## src/rtl/rmq_pkg.sv

```systemverilog
// Shared constants for the rotation matrix to quaternion unit.
package rmq_pkg;

  localparam int DATA_WIDTH_DEF = 16;
  localparam int FRAC_BITS_DEF  = 14;

  // Guard bits carried below the root.
  localparam int EXT = 2;

  // Codes reported on case_taken.
  localparam logic [1:0] CASE_TRACE = 2'd0;
  localparam logic [1:0] CASE_X     = 2'd1;
  localparam logic [1:0] CASE_Y     = 2'd2;
  localparam logic [1:0] CASE_Z     = 2'd3;

endpackage

```

## src/rtl/rmq_div_lane.sv

```systemverilog
// Pipelined restoring divider for one off-diagonal quaternion component.
module rmq_div_lane import rmq_pkg::*; #(
  parameter int DATA_WIDTH = DATA_WIDTH_DEF,
  parameter int FRAC_BITS  = FRAC_BITS_DEF,
  parameter int ROOT_W     = 18
) (
  input  logic                         clk,
  input  logic                         en,
  input  logic [DATA_WIDTH:0]          mag,
  input  logic                         neg,
  input  logic [ROOT_W-1:0]            root,
  output logic signed [DATA_WIDTH-1:0] q
);

  localparam int SH   = FRAC_BITS + EXT - 1;
  localparam int QW   = DATA_WIDTH + 1;
  localparam int NW   = QW + SH;
  localparam int CMPW = (SH > ROOT_W) ? SH : ROOT_W;

  logic [NW-1:0]     num;
  logic [SH-1:0]     num_hi;
  logic              ovf_c;

  logic [ROOT_W-1:0] st_rem [QW+1];
  logic [QW-1:0]     st_q   [QW+1];
  logic [QW-1:0]     st_lo  [QW+1];
  logic [ROOT_W-1:0] st_r   [QW+1];
  logic              st_neg [QW+1];
  logic              st_ovf [QW+1];

  assign num    = NW'(mag) << SH;
  assign num_hi = num[NW-1:QW];
  // The quotient would not fit in QW bits, so the result saturates.
  assign ovf_c  = CMPW'(num_hi) >= CMPW'(root);

  always_ff @(posedge clk) begin
    if (en) begin
      st_ovf[0] <= ovf_c;
      st_rem[0] <= ovf_c ? '0 : ROOT_W'(num_hi);
      st_q[0]   <= '0;
      st_lo[0]  <= num[QW-1:0];
      st_r[0]   <= root;
      st_neg[0] <= neg;
    end
  end

  for (genvar j = 1; j <= QW; j++) begin : g_step
    logic [ROOT_W:0] trial;
    logic            ge;

    assign trial = {st_rem[j-1], st_lo[j-1][QW-1]};
    assign ge    = trial >= {1'b0, st_r[j-1]};

    always_ff @(posedge clk) begin
      if (en) begin
        st_rem[j] <= ge ? ROOT_W'(trial - {1'b0, st_r[j-1]}) : ROOT_W'(trial);
        st_q[j]   <= {st_q[j-1][QW-2:0], ge};
        st_lo[j]  <= st_lo[j-1] << 1;
        st_r[j]   <= st_r[j-1];
        st_neg[j] <= st_neg[j-1];
        st_ovf[j] <= st_ovf[j-1];
      end
    end
  end

  logic          rup;
  logic [QW:0]   qr;
  logic [QW:0]   lim;
  logic [QW:0]   qs;
  logic [QW:0]   qpos;

  always_comb begin
    // Round half away from zero on the magnitude.
    rup  = {st_rem[QW], 1'b0} >= {1'b0, st_r[QW]};
    qr   = (QW+1)'(st_q[QW]) + (QW+1)'(rup);
    lim  = (QW+1)'(1) << (DATA_WIDTH - 1);
    qs   = (st_ovf[QW] || (qr > lim)) ? lim : qr;
    qpos = (qs == lim) ? lim - (QW+1)'(1) : qs;
  end

  always_ff @(posedge clk) begin
    if (en) begin
      q <= st_neg[QW] ? DATA_WIDTH'(-qs) : DATA_WIDTH'(qpos);
    end
  end

endmodule

```

## config.mk

```make
export PLATFORM = sky130hd
export DESIGN_NAME = rmq_div_lane
export DESIGN_NICKNAME = d
export VERILOG_FILES = /design/src/rtl/rmq_pkg.sv /design/src/rtl/rmq_div_lane.sv
export SDC_FILE = /design/constraint.sdc
export NUM_CORES = 1
export LEC_CHECK = 0
export ABC_AREA = 1
export BUFFER_PORTS_ARGS = -buffer_cell sky130_fd_sc_hd__buf_2
export CORE_ASPECT_RATIO = 1.2
export CORE_MARGIN = 8
export CORE_UTILIZATION = 40
export DETAILED_ROUTE_END_ITERATION = 12
export PLACE_DENSITY_LB_ADDON = 0.3
export SLEW_MARGIN = 10
export SYNTH_ARGS = -nofsm -noshare
export SYNTH_HDL_FRONTEND = slang
export SYNTH_SLANG_ARGS = --single-unit
export TNS_END_PERCENT = 10
```

## constraint.sdc

```tcl
create_clock -name clk -period 5.4 [get_ports clk]
set_clock_uncertainty 0.1 [all_clocks]
set_input_delay 1.08 -clock clk [delete_from_list [all_inputs] [get_ports clk]]
set_output_delay 1.08 -clock clk [all_outputs]
set_load 0.005 [all_outputs]
```

==> results_dict.tcl, run 1 <==
set metrics [dict create \
    num_io_pins 54 \
    drc_errors 0 \
    synth_most_common_cell "edfxtp_1" \
    antenna_found_initial 0 \
    synth_area_um2 46190 \
    yosysSeqAreaShare_pct 55.46 \
    areaGrowthSynthToFinish_pct 11.61 \
    cts_buffer_depth 3 \
    end_kind "flip-flop" \
    path_class "reg2reg" \
    outcome "finished clean" \
    dieArea_um2 126600 \
    synth_cells 4512 \
    synth_warnings 0 \
    place_congestion 0.9210 \
    hold_class "reg2reg" \
    diodes 0 \
    overflow 0 \
    vias 32280 \
    critPathRequiredTime_ns 5.74 \
    r2r-end "q[15]$_DFFE_PP_" \
    cp_max_fo 15 \
    floorplan.initialDensity_pct 40.33 \
    cts_resized 0 \
    critPathLaunchType "flip-flop" \
    p_per_area_nw_per_um2 538.5 \
    clkSlewWorstSetupHoldPaths_ns 0.07 \
    rows 136 \
    syn_area_per_cell_um2 10.24 \
    ant_nets 0 \
    clkSinkCount 853 \
    synth_adder_area_share_pct 9.921 \
    dp_hpwl_um 91490 \
    hold_path_end "st_q[15][6]$_DFFE_PP_" \
    yosys.area_share.simple_pct 13.90 \
    worstHoldStart "st_q[14][5]$_DFFE_PP_" \
    clk_latency_ns 0.71 \
    p_sw_mw 10.55 \
    cap_violations 0 \
    timing.fmax_mhz 217.6 \
    post_cts_buffers 0 \
    finalSetupTns_ns 0 \
    cpPeakStageDelay_ns 0.42 \
    muxShareOfSynthArea_pct 0 \
    fin_nets 5011 \
    r2r_slack_ns 0.80 \
    pwr-share-comb_pct 38.7 \
    grt_first_pass_wirelength_um 178900 \
    internal_power_mw 17.21 \
    finalSetupViolCount 0 \
    synth_nets 4906 \
    async_reset_ff_share_pct 0 \
    synth_xor_xnor_area_share_pct 4.814 \
    hold_depth 0 \
    worstReg2RegStart "st_rem[17][15]$_DFFE_PP_" \
    fin_crit_ns 4.596 \
    slew_headroom_pct 34.77 \
    drt_iter0_markers 1664 \
    via_per_inst 5.195 \
    worstPathCellList "ha_1 -> nand2_1 -> nor3b_1 -> nand4_1 -> o311ai_0 -> ha_1 -> ha_1 -> nand3_1 -> nor2_2 -> xor2_1 -> nor2_1 -> nand2_1 -> nor2_1 -> nand3_1 -> nand2_2 -> nand2_1 -> ha_1 -> inv_1 -> a21oi_4 -> nand2_2 -> inv_2 -> nand3_4 -> o21a_1" \
    yosys-top-cells-count "edfxtp_1 (853), nand2_1 (851), inv_1 (560)" \
    peakVddDrop_uv 266.4 \
    die_h_um 388.2 \
    crit_top_cell "ha_1" \
    root_buffer "clkbuf_16" \
    synth_top_family_by_area "simple AND/OR/NAND/NOR gates" \
    switching_share_pct 38.01 \
    grt_max_degree 124 \
    netlist.area_leader.share_pct 55.46 \
    coreArea_um2 114500 \
    htree_levels 3 \
    clkPwrFrac_pct 24.1 \
    worst_pin_slew_ns 0.9649 \
    tritoncts "built" \
    rsz0062_at_grt "no" \
    netlist-cell-type-count 49 \
    grt_usage_pct 17.93 \
    cts_hold_buf 0 \
    finalHoldViolCount 0 \
    yosysTopAreaCell "edfxtp_1" \
    ys_ff_latch 853 \
    wl_per_cell_um 18.76 \
    netlist_top_cells_area "edfxtp_1 (55%), ha_1 (9.2%), nand2_1 (6.9%)" \
    cts_buffers 92 \
    portBuffers 53 \
    fillers 10720 \
    routed_wl_um 116500 \
    slowest_stage "o311ai_0" \
    pwr-share-seq_pct 37.2 \
    first_global_vias 33410 \
    synth_enable_flop_cells 853 \
    leakagePower_nw 21.33 \
    fin_crit_sh_pct 85.12 \
    rr_worst_depth 23 \
    synthFlopType "edfxtp_1" \
    first_pass_iters 6 \
    critPathArrivalTime_ns 4.93 \
    synth_compound_area_share_pct 10.80 \
    slew_violations 0 \
    layout-drive-gt1-share_pct 5.112 \
    dieWidth_um 326.2 \
    final_util_pct 45.01 \
]
## critical path: cells and delay by family, from the launching register on
| kind | cells | cell delay, ns |
|---|---|---|
| buffers and inverters | 2 | 0.22 |
| DFF | 1 | 0.36 |
| xor gates and xnor gates | 1 | 0.35 |
| adders and majority gates | 4 | 1.05 |
| AOI/OAI and AO/OA | 3 | 0.75 |
| and+or+nand+nor | 13 | 1.53 |
## cells in the final DEF (no fill, tap or decap), types with 29 or more instances in the layout
cell / n
a21o_1: 39
a21oi_1: 278
buf_2: 52
clkbuf_16: 93
edfxtp_1: 853
ha_1: 339
inv_1: 560
nand2_1: 851
nand3_1: 173
nand4_1: 69
nor2_1: 330
nor3_1: 30
nor4_1: 29
o211ai_1: 30
o21ai_0: 440
xnor2_1: 147
xor2_1: 105
## layer usage
metal  wire [um]  vias up  GRT usage [%]
met1       39350    15330          16.04
met5           0        -              0
met3        3119      290          2.179
met4        6426        0          9.909
li1            -    16030              -
met2       67650      627          37.58
## power groups by stage
| stage | registers [mW] | clock network (mW) | logic, mW |
|---|---|---|---|
| after floorplan | 9.99 | 0 | 7.90 |
| after global placement | 10.4 | 0 | 10.7 |
| after detailed placement | 10.5 | 0 | 10.7 |
| after CTS | 10.3 | 6.87 | 10.8 |
| after global routing | 10.5 | 7.11 | 12.1 |
| final | 10.3 | 6.70 | 10.7 |
## worst max-delay path by stage
| stage | start | endpoint | slack [ns] | depth (start not counted) |
|---|---|---|---|---|
| 6_report | st_rem[17][15]$_DFFE_PP_ | q[15]$_DFFE_PP_ | 0.80 | 23 |
| 2_1_floorplan | st_rem[17][15]$_DFFE_PP_ | q[6]$_DFFE_PP_ | 1.18 | 27 |
| 3_3_place_gp | st_rem[17][15]$_DFFE_PP_ | q[15]$_DFFE_PP_ | 0.74 | 23 |
| 3_5_place_dp | st_rem[17][15]$_DFFE_PP_ | q[15]$_DFFE_PP_ | 0.69 | 23 |
| 5_1_grt | st_rem[17][15]$_DFFE_PP_ | q[15]$_DFFE_PP_ | 0.35 | 23 |
| 4_1_cts | st_rem[17][15]$_DFFE_PP_ | q[15]$_DFFE_PP_ | 0.68 | 23 |
## layout make-up
class / instances / area, um2 / share of cell area, %
tap: 1518 / 1899 / 3.685
clock inverter: 69 / 852.1 / 1.653
timing repair buffer: 68 / 475.5 / 0.9224
multi-input combinational: 3038 / 18220 / 35.35
clock buffer: 103 / 2365 / 4.588
inverter: 564 / 2117 / 4.107
sequential: 853 / 25610 / 49.69
## logic make-up (layout without fill, tap and decap cells)
| logic type | Yosys count | count (layout) |
|---|---|---|
| AOI/OAI and AO/OA | 901 | 901 |
| adders and majority gates | 356 | 356 |
| xor gates and xnor gates | 253 | 253 |
| and+or+nand+nor | 1528 | 1528 |
| buffers and inverters | 621 | 804 |
| DFF | 853 | 853 |
## per-stage QoR
stage                     power, mW  area [um2]  worst slack [ns]  cells  hold WS [ns]
after CTS                     27.99       51550            0.6777   6213        0.3141
after floorplan               17.88       46190             1.184   4512        0.3003
final                         27.76       51550            0.8035   6213        0.3126
after global routing          29.65       51550            0.3499   6213        0.3202
after global placement        21.09       48330            0.7412   6041        0.3007
after detailed placement      21.20       48330            0.6897   6041        0.3045
## sequential cells by signal (all words and copies together), names as in the netlist
register,count
st_rem,321
st_neg,18
st_lo,3
st_q,153
st_ovf,18
q,16
st_r,324
(Power assumes the default switching activity.)
==> inputs of run 2 (changes only) <==
- PLACE_DENSITY_LB_ADDON: 0.3 -> not set
==> results_dict.tcl, run 2 (synthesis results as in run 1) <==
set metrics [dict create \
    outcome "finished clean" \
    fin_crit_ns 4.744 \
    portBuffers 53 \
    cts_buffer_depth 3 \
    htree_levels 3 \
    slew_headroom_pct 33.95 \
    first_pass_iters 6 \
    wl_per_cell_um 18.74 \
    routed_wl_um 116500 \
    cap_violations 0 \
    drc_errors 0 \
    antenna_found_initial 0 \
    via_per_inst 5.193 \
    path_class "reg2reg" \
    drt_iter0_markers 1747 \
    leakagePower_nw 21.26 \
    clk_latency_ns 0.73 \
    hold_class "reg2reg" \
    place_congestion 0.9627 \
    timing.fmax_mhz 210.8 \
    coreArea_um2 114500 \
    peakVddDrop_uv 276.6 \
    p_per_area_nw_per_um2 534.7 \
    clkSinkCount 853 \
    first_global_vias 33020 \
    num_io_pins 54 \
    root_buffer "clkbuf_16" \
    dieWidth_um 326.2 \
    floorplan.initialDensity_pct 40.33 \
    grt_first_pass_wirelength_um 178100 \
    grt_max_degree 116 \
    top_register "st_r" \
    slew_violations 0 \
    dp_hpwl_um 91360 \
    dieArea_um2 126600 \
    rows 136 \
    critPathRequiredTime_ns 5.74 \
    p_total_mw 27.49 \
    largest_reg_flops 324 \
    worst_pin_slew_ns 0.9770 \
    finalSetupViolCount 0 \
    ant_nets 0 \
    layout-drive-gt1-share_pct 4.937 \
    fillers 10710 \
    cp_max_fo 15 \
    fin_crit_sh_pct 87.85 \
    cts_resized 0 \
    reg.largest.list "st_r (324), st_rem (321), st_q (153)" \
    overflow 0 \
    die_h_um 388.2 \
    tritoncts "built" \
    grt_usage_pct 17.90 \
    vias 32290 \
    critPathLaunchType "flip-flop" \
    finalHoldViolCount 0 \
    fin_nets 5015 \
    finalSetupTns_ns 0 \
    diodes 0 \
    critPathArrivalTime_ns 5.08 \
    post_cts_buffers 0 \
    areaGrowthSynthToFinish_pct 11.32 \
    cts_buffers 93 \
    clkSlewWorstSetupHoldPaths_ns 0.06 \
    rsz0062_at_grt "no" \
    timing.hold.ws_ns 0.3097 \
    cts_hold_buf 0 \
    mostFrequentLayoutCells "edfxtp_1 (853), nand2_1 (851), inv_1 (560)" \
    end_kind "flip-flop" \
    mostFrequentLayoutCell "edfxtp_1" \
]
[run 2: cell types whose count changed in the layout (fill, tap and decap cells not counted), moves of 3 or more]
cell and delta:
buf_4 +4, bufinv_16 -8, clkbuf_1 +6, clkinv_1 +6, clkinv_16 +3, clkinv_2 -3
[run 2: final timing paths]
path,start,to,slack [ns],cells after the start
setup / recovery,st_rem[17][15]$_DFFE_PP_,q[15]$_DFFE_PP_,0.66,23
hold / removal,st_q[14][9]$_DFFE_PP_,st_q[15][10]$_DFFE_PP_,0.31,0
setup reg to reg,st_rem[17][15]$_DFFE_PP_,q[15]$_DFFE_PP_,0.66,23
hold reg to reg,st_q[14][9]$_DFFE_PP_,st_q[15][10]$_DFFE_PP_,0.31,0
[run 2: power by group]
| group | internal [mW] | leakage, nW | switching, mW | total [mW] |
|---|---|---|---|---|
| combinational | 3.84 | 11.4 | 6.98 | 10.8 |
| clock | 3.60 | 1.48 | 2.80 | 6.40 |
| sequential | 9.40 | 8.37 | 0.859 | 10.3 |
| total | 16.8 | 21.3 | 10.6 | 27.5 |
[run 2: final cells by class]
type	count	area [um2]	share of cell area, %
Clock buffer	109	2387	4.643
Clock inverter	64	685.7	1.334
Inverter	564	2117	4.118
Multi-Input combinational cell	3038	18220	35.44
Sequential cell	853	25610	49.82
Tap cell	1518	1899	3.694
Timing Repair Buffer	71	485.5	0.9443
[run 2: per-stage QoR]
stage                     setup WS [ns]  utilization, %  area (um2)  std cells
after floorplan                   1.184               -       46190       4512
after global placement           0.7164           42.21       48340       6044
after detailed placement         0.6342           42.21       48340       6044
after CTS                        0.5738           44.89       51410       6217
after global routing             0.1320           44.89       51410       6217
final                            0.6559           44.89       51410       6217
[run 2: metal layers]
metal | global-route usage [%] | share of wire (%) | vias up
li1 | - | - | 16030
met2 | 37.40 | 58 | 618
met4 | 10.68 | 6.0 | 0
met1 | 15.74 | 33 | 15320
met3 | 2.260 | 2.8 | 312
met5 | 0 | 0 | -
[run 2: worst max-delay path: stages, from the launching register on]
cell      delay, ns
edfxtp_1       0.36
ha_1           0.30
nand2_1        0.06
nor3b_1        0.27
nand4_1        0.17
o311ai_0       0.49
ha_1           0.32
ha_1           0.23
nand3_1        0.13
nor2_2         0.17
xor2_1         0.37
nor2_1         0.09
nand2_1        0.08
nor2_1         0.04
nand3_1        0.09
nand2_2        0.09
nand2_1        0.09
ha_1           0.22
inv_1          0.10
a21oi_4        0.19
nand2_2        0.09
inv_2          0.12
nand3_4        0.17
o21a_1         0.16
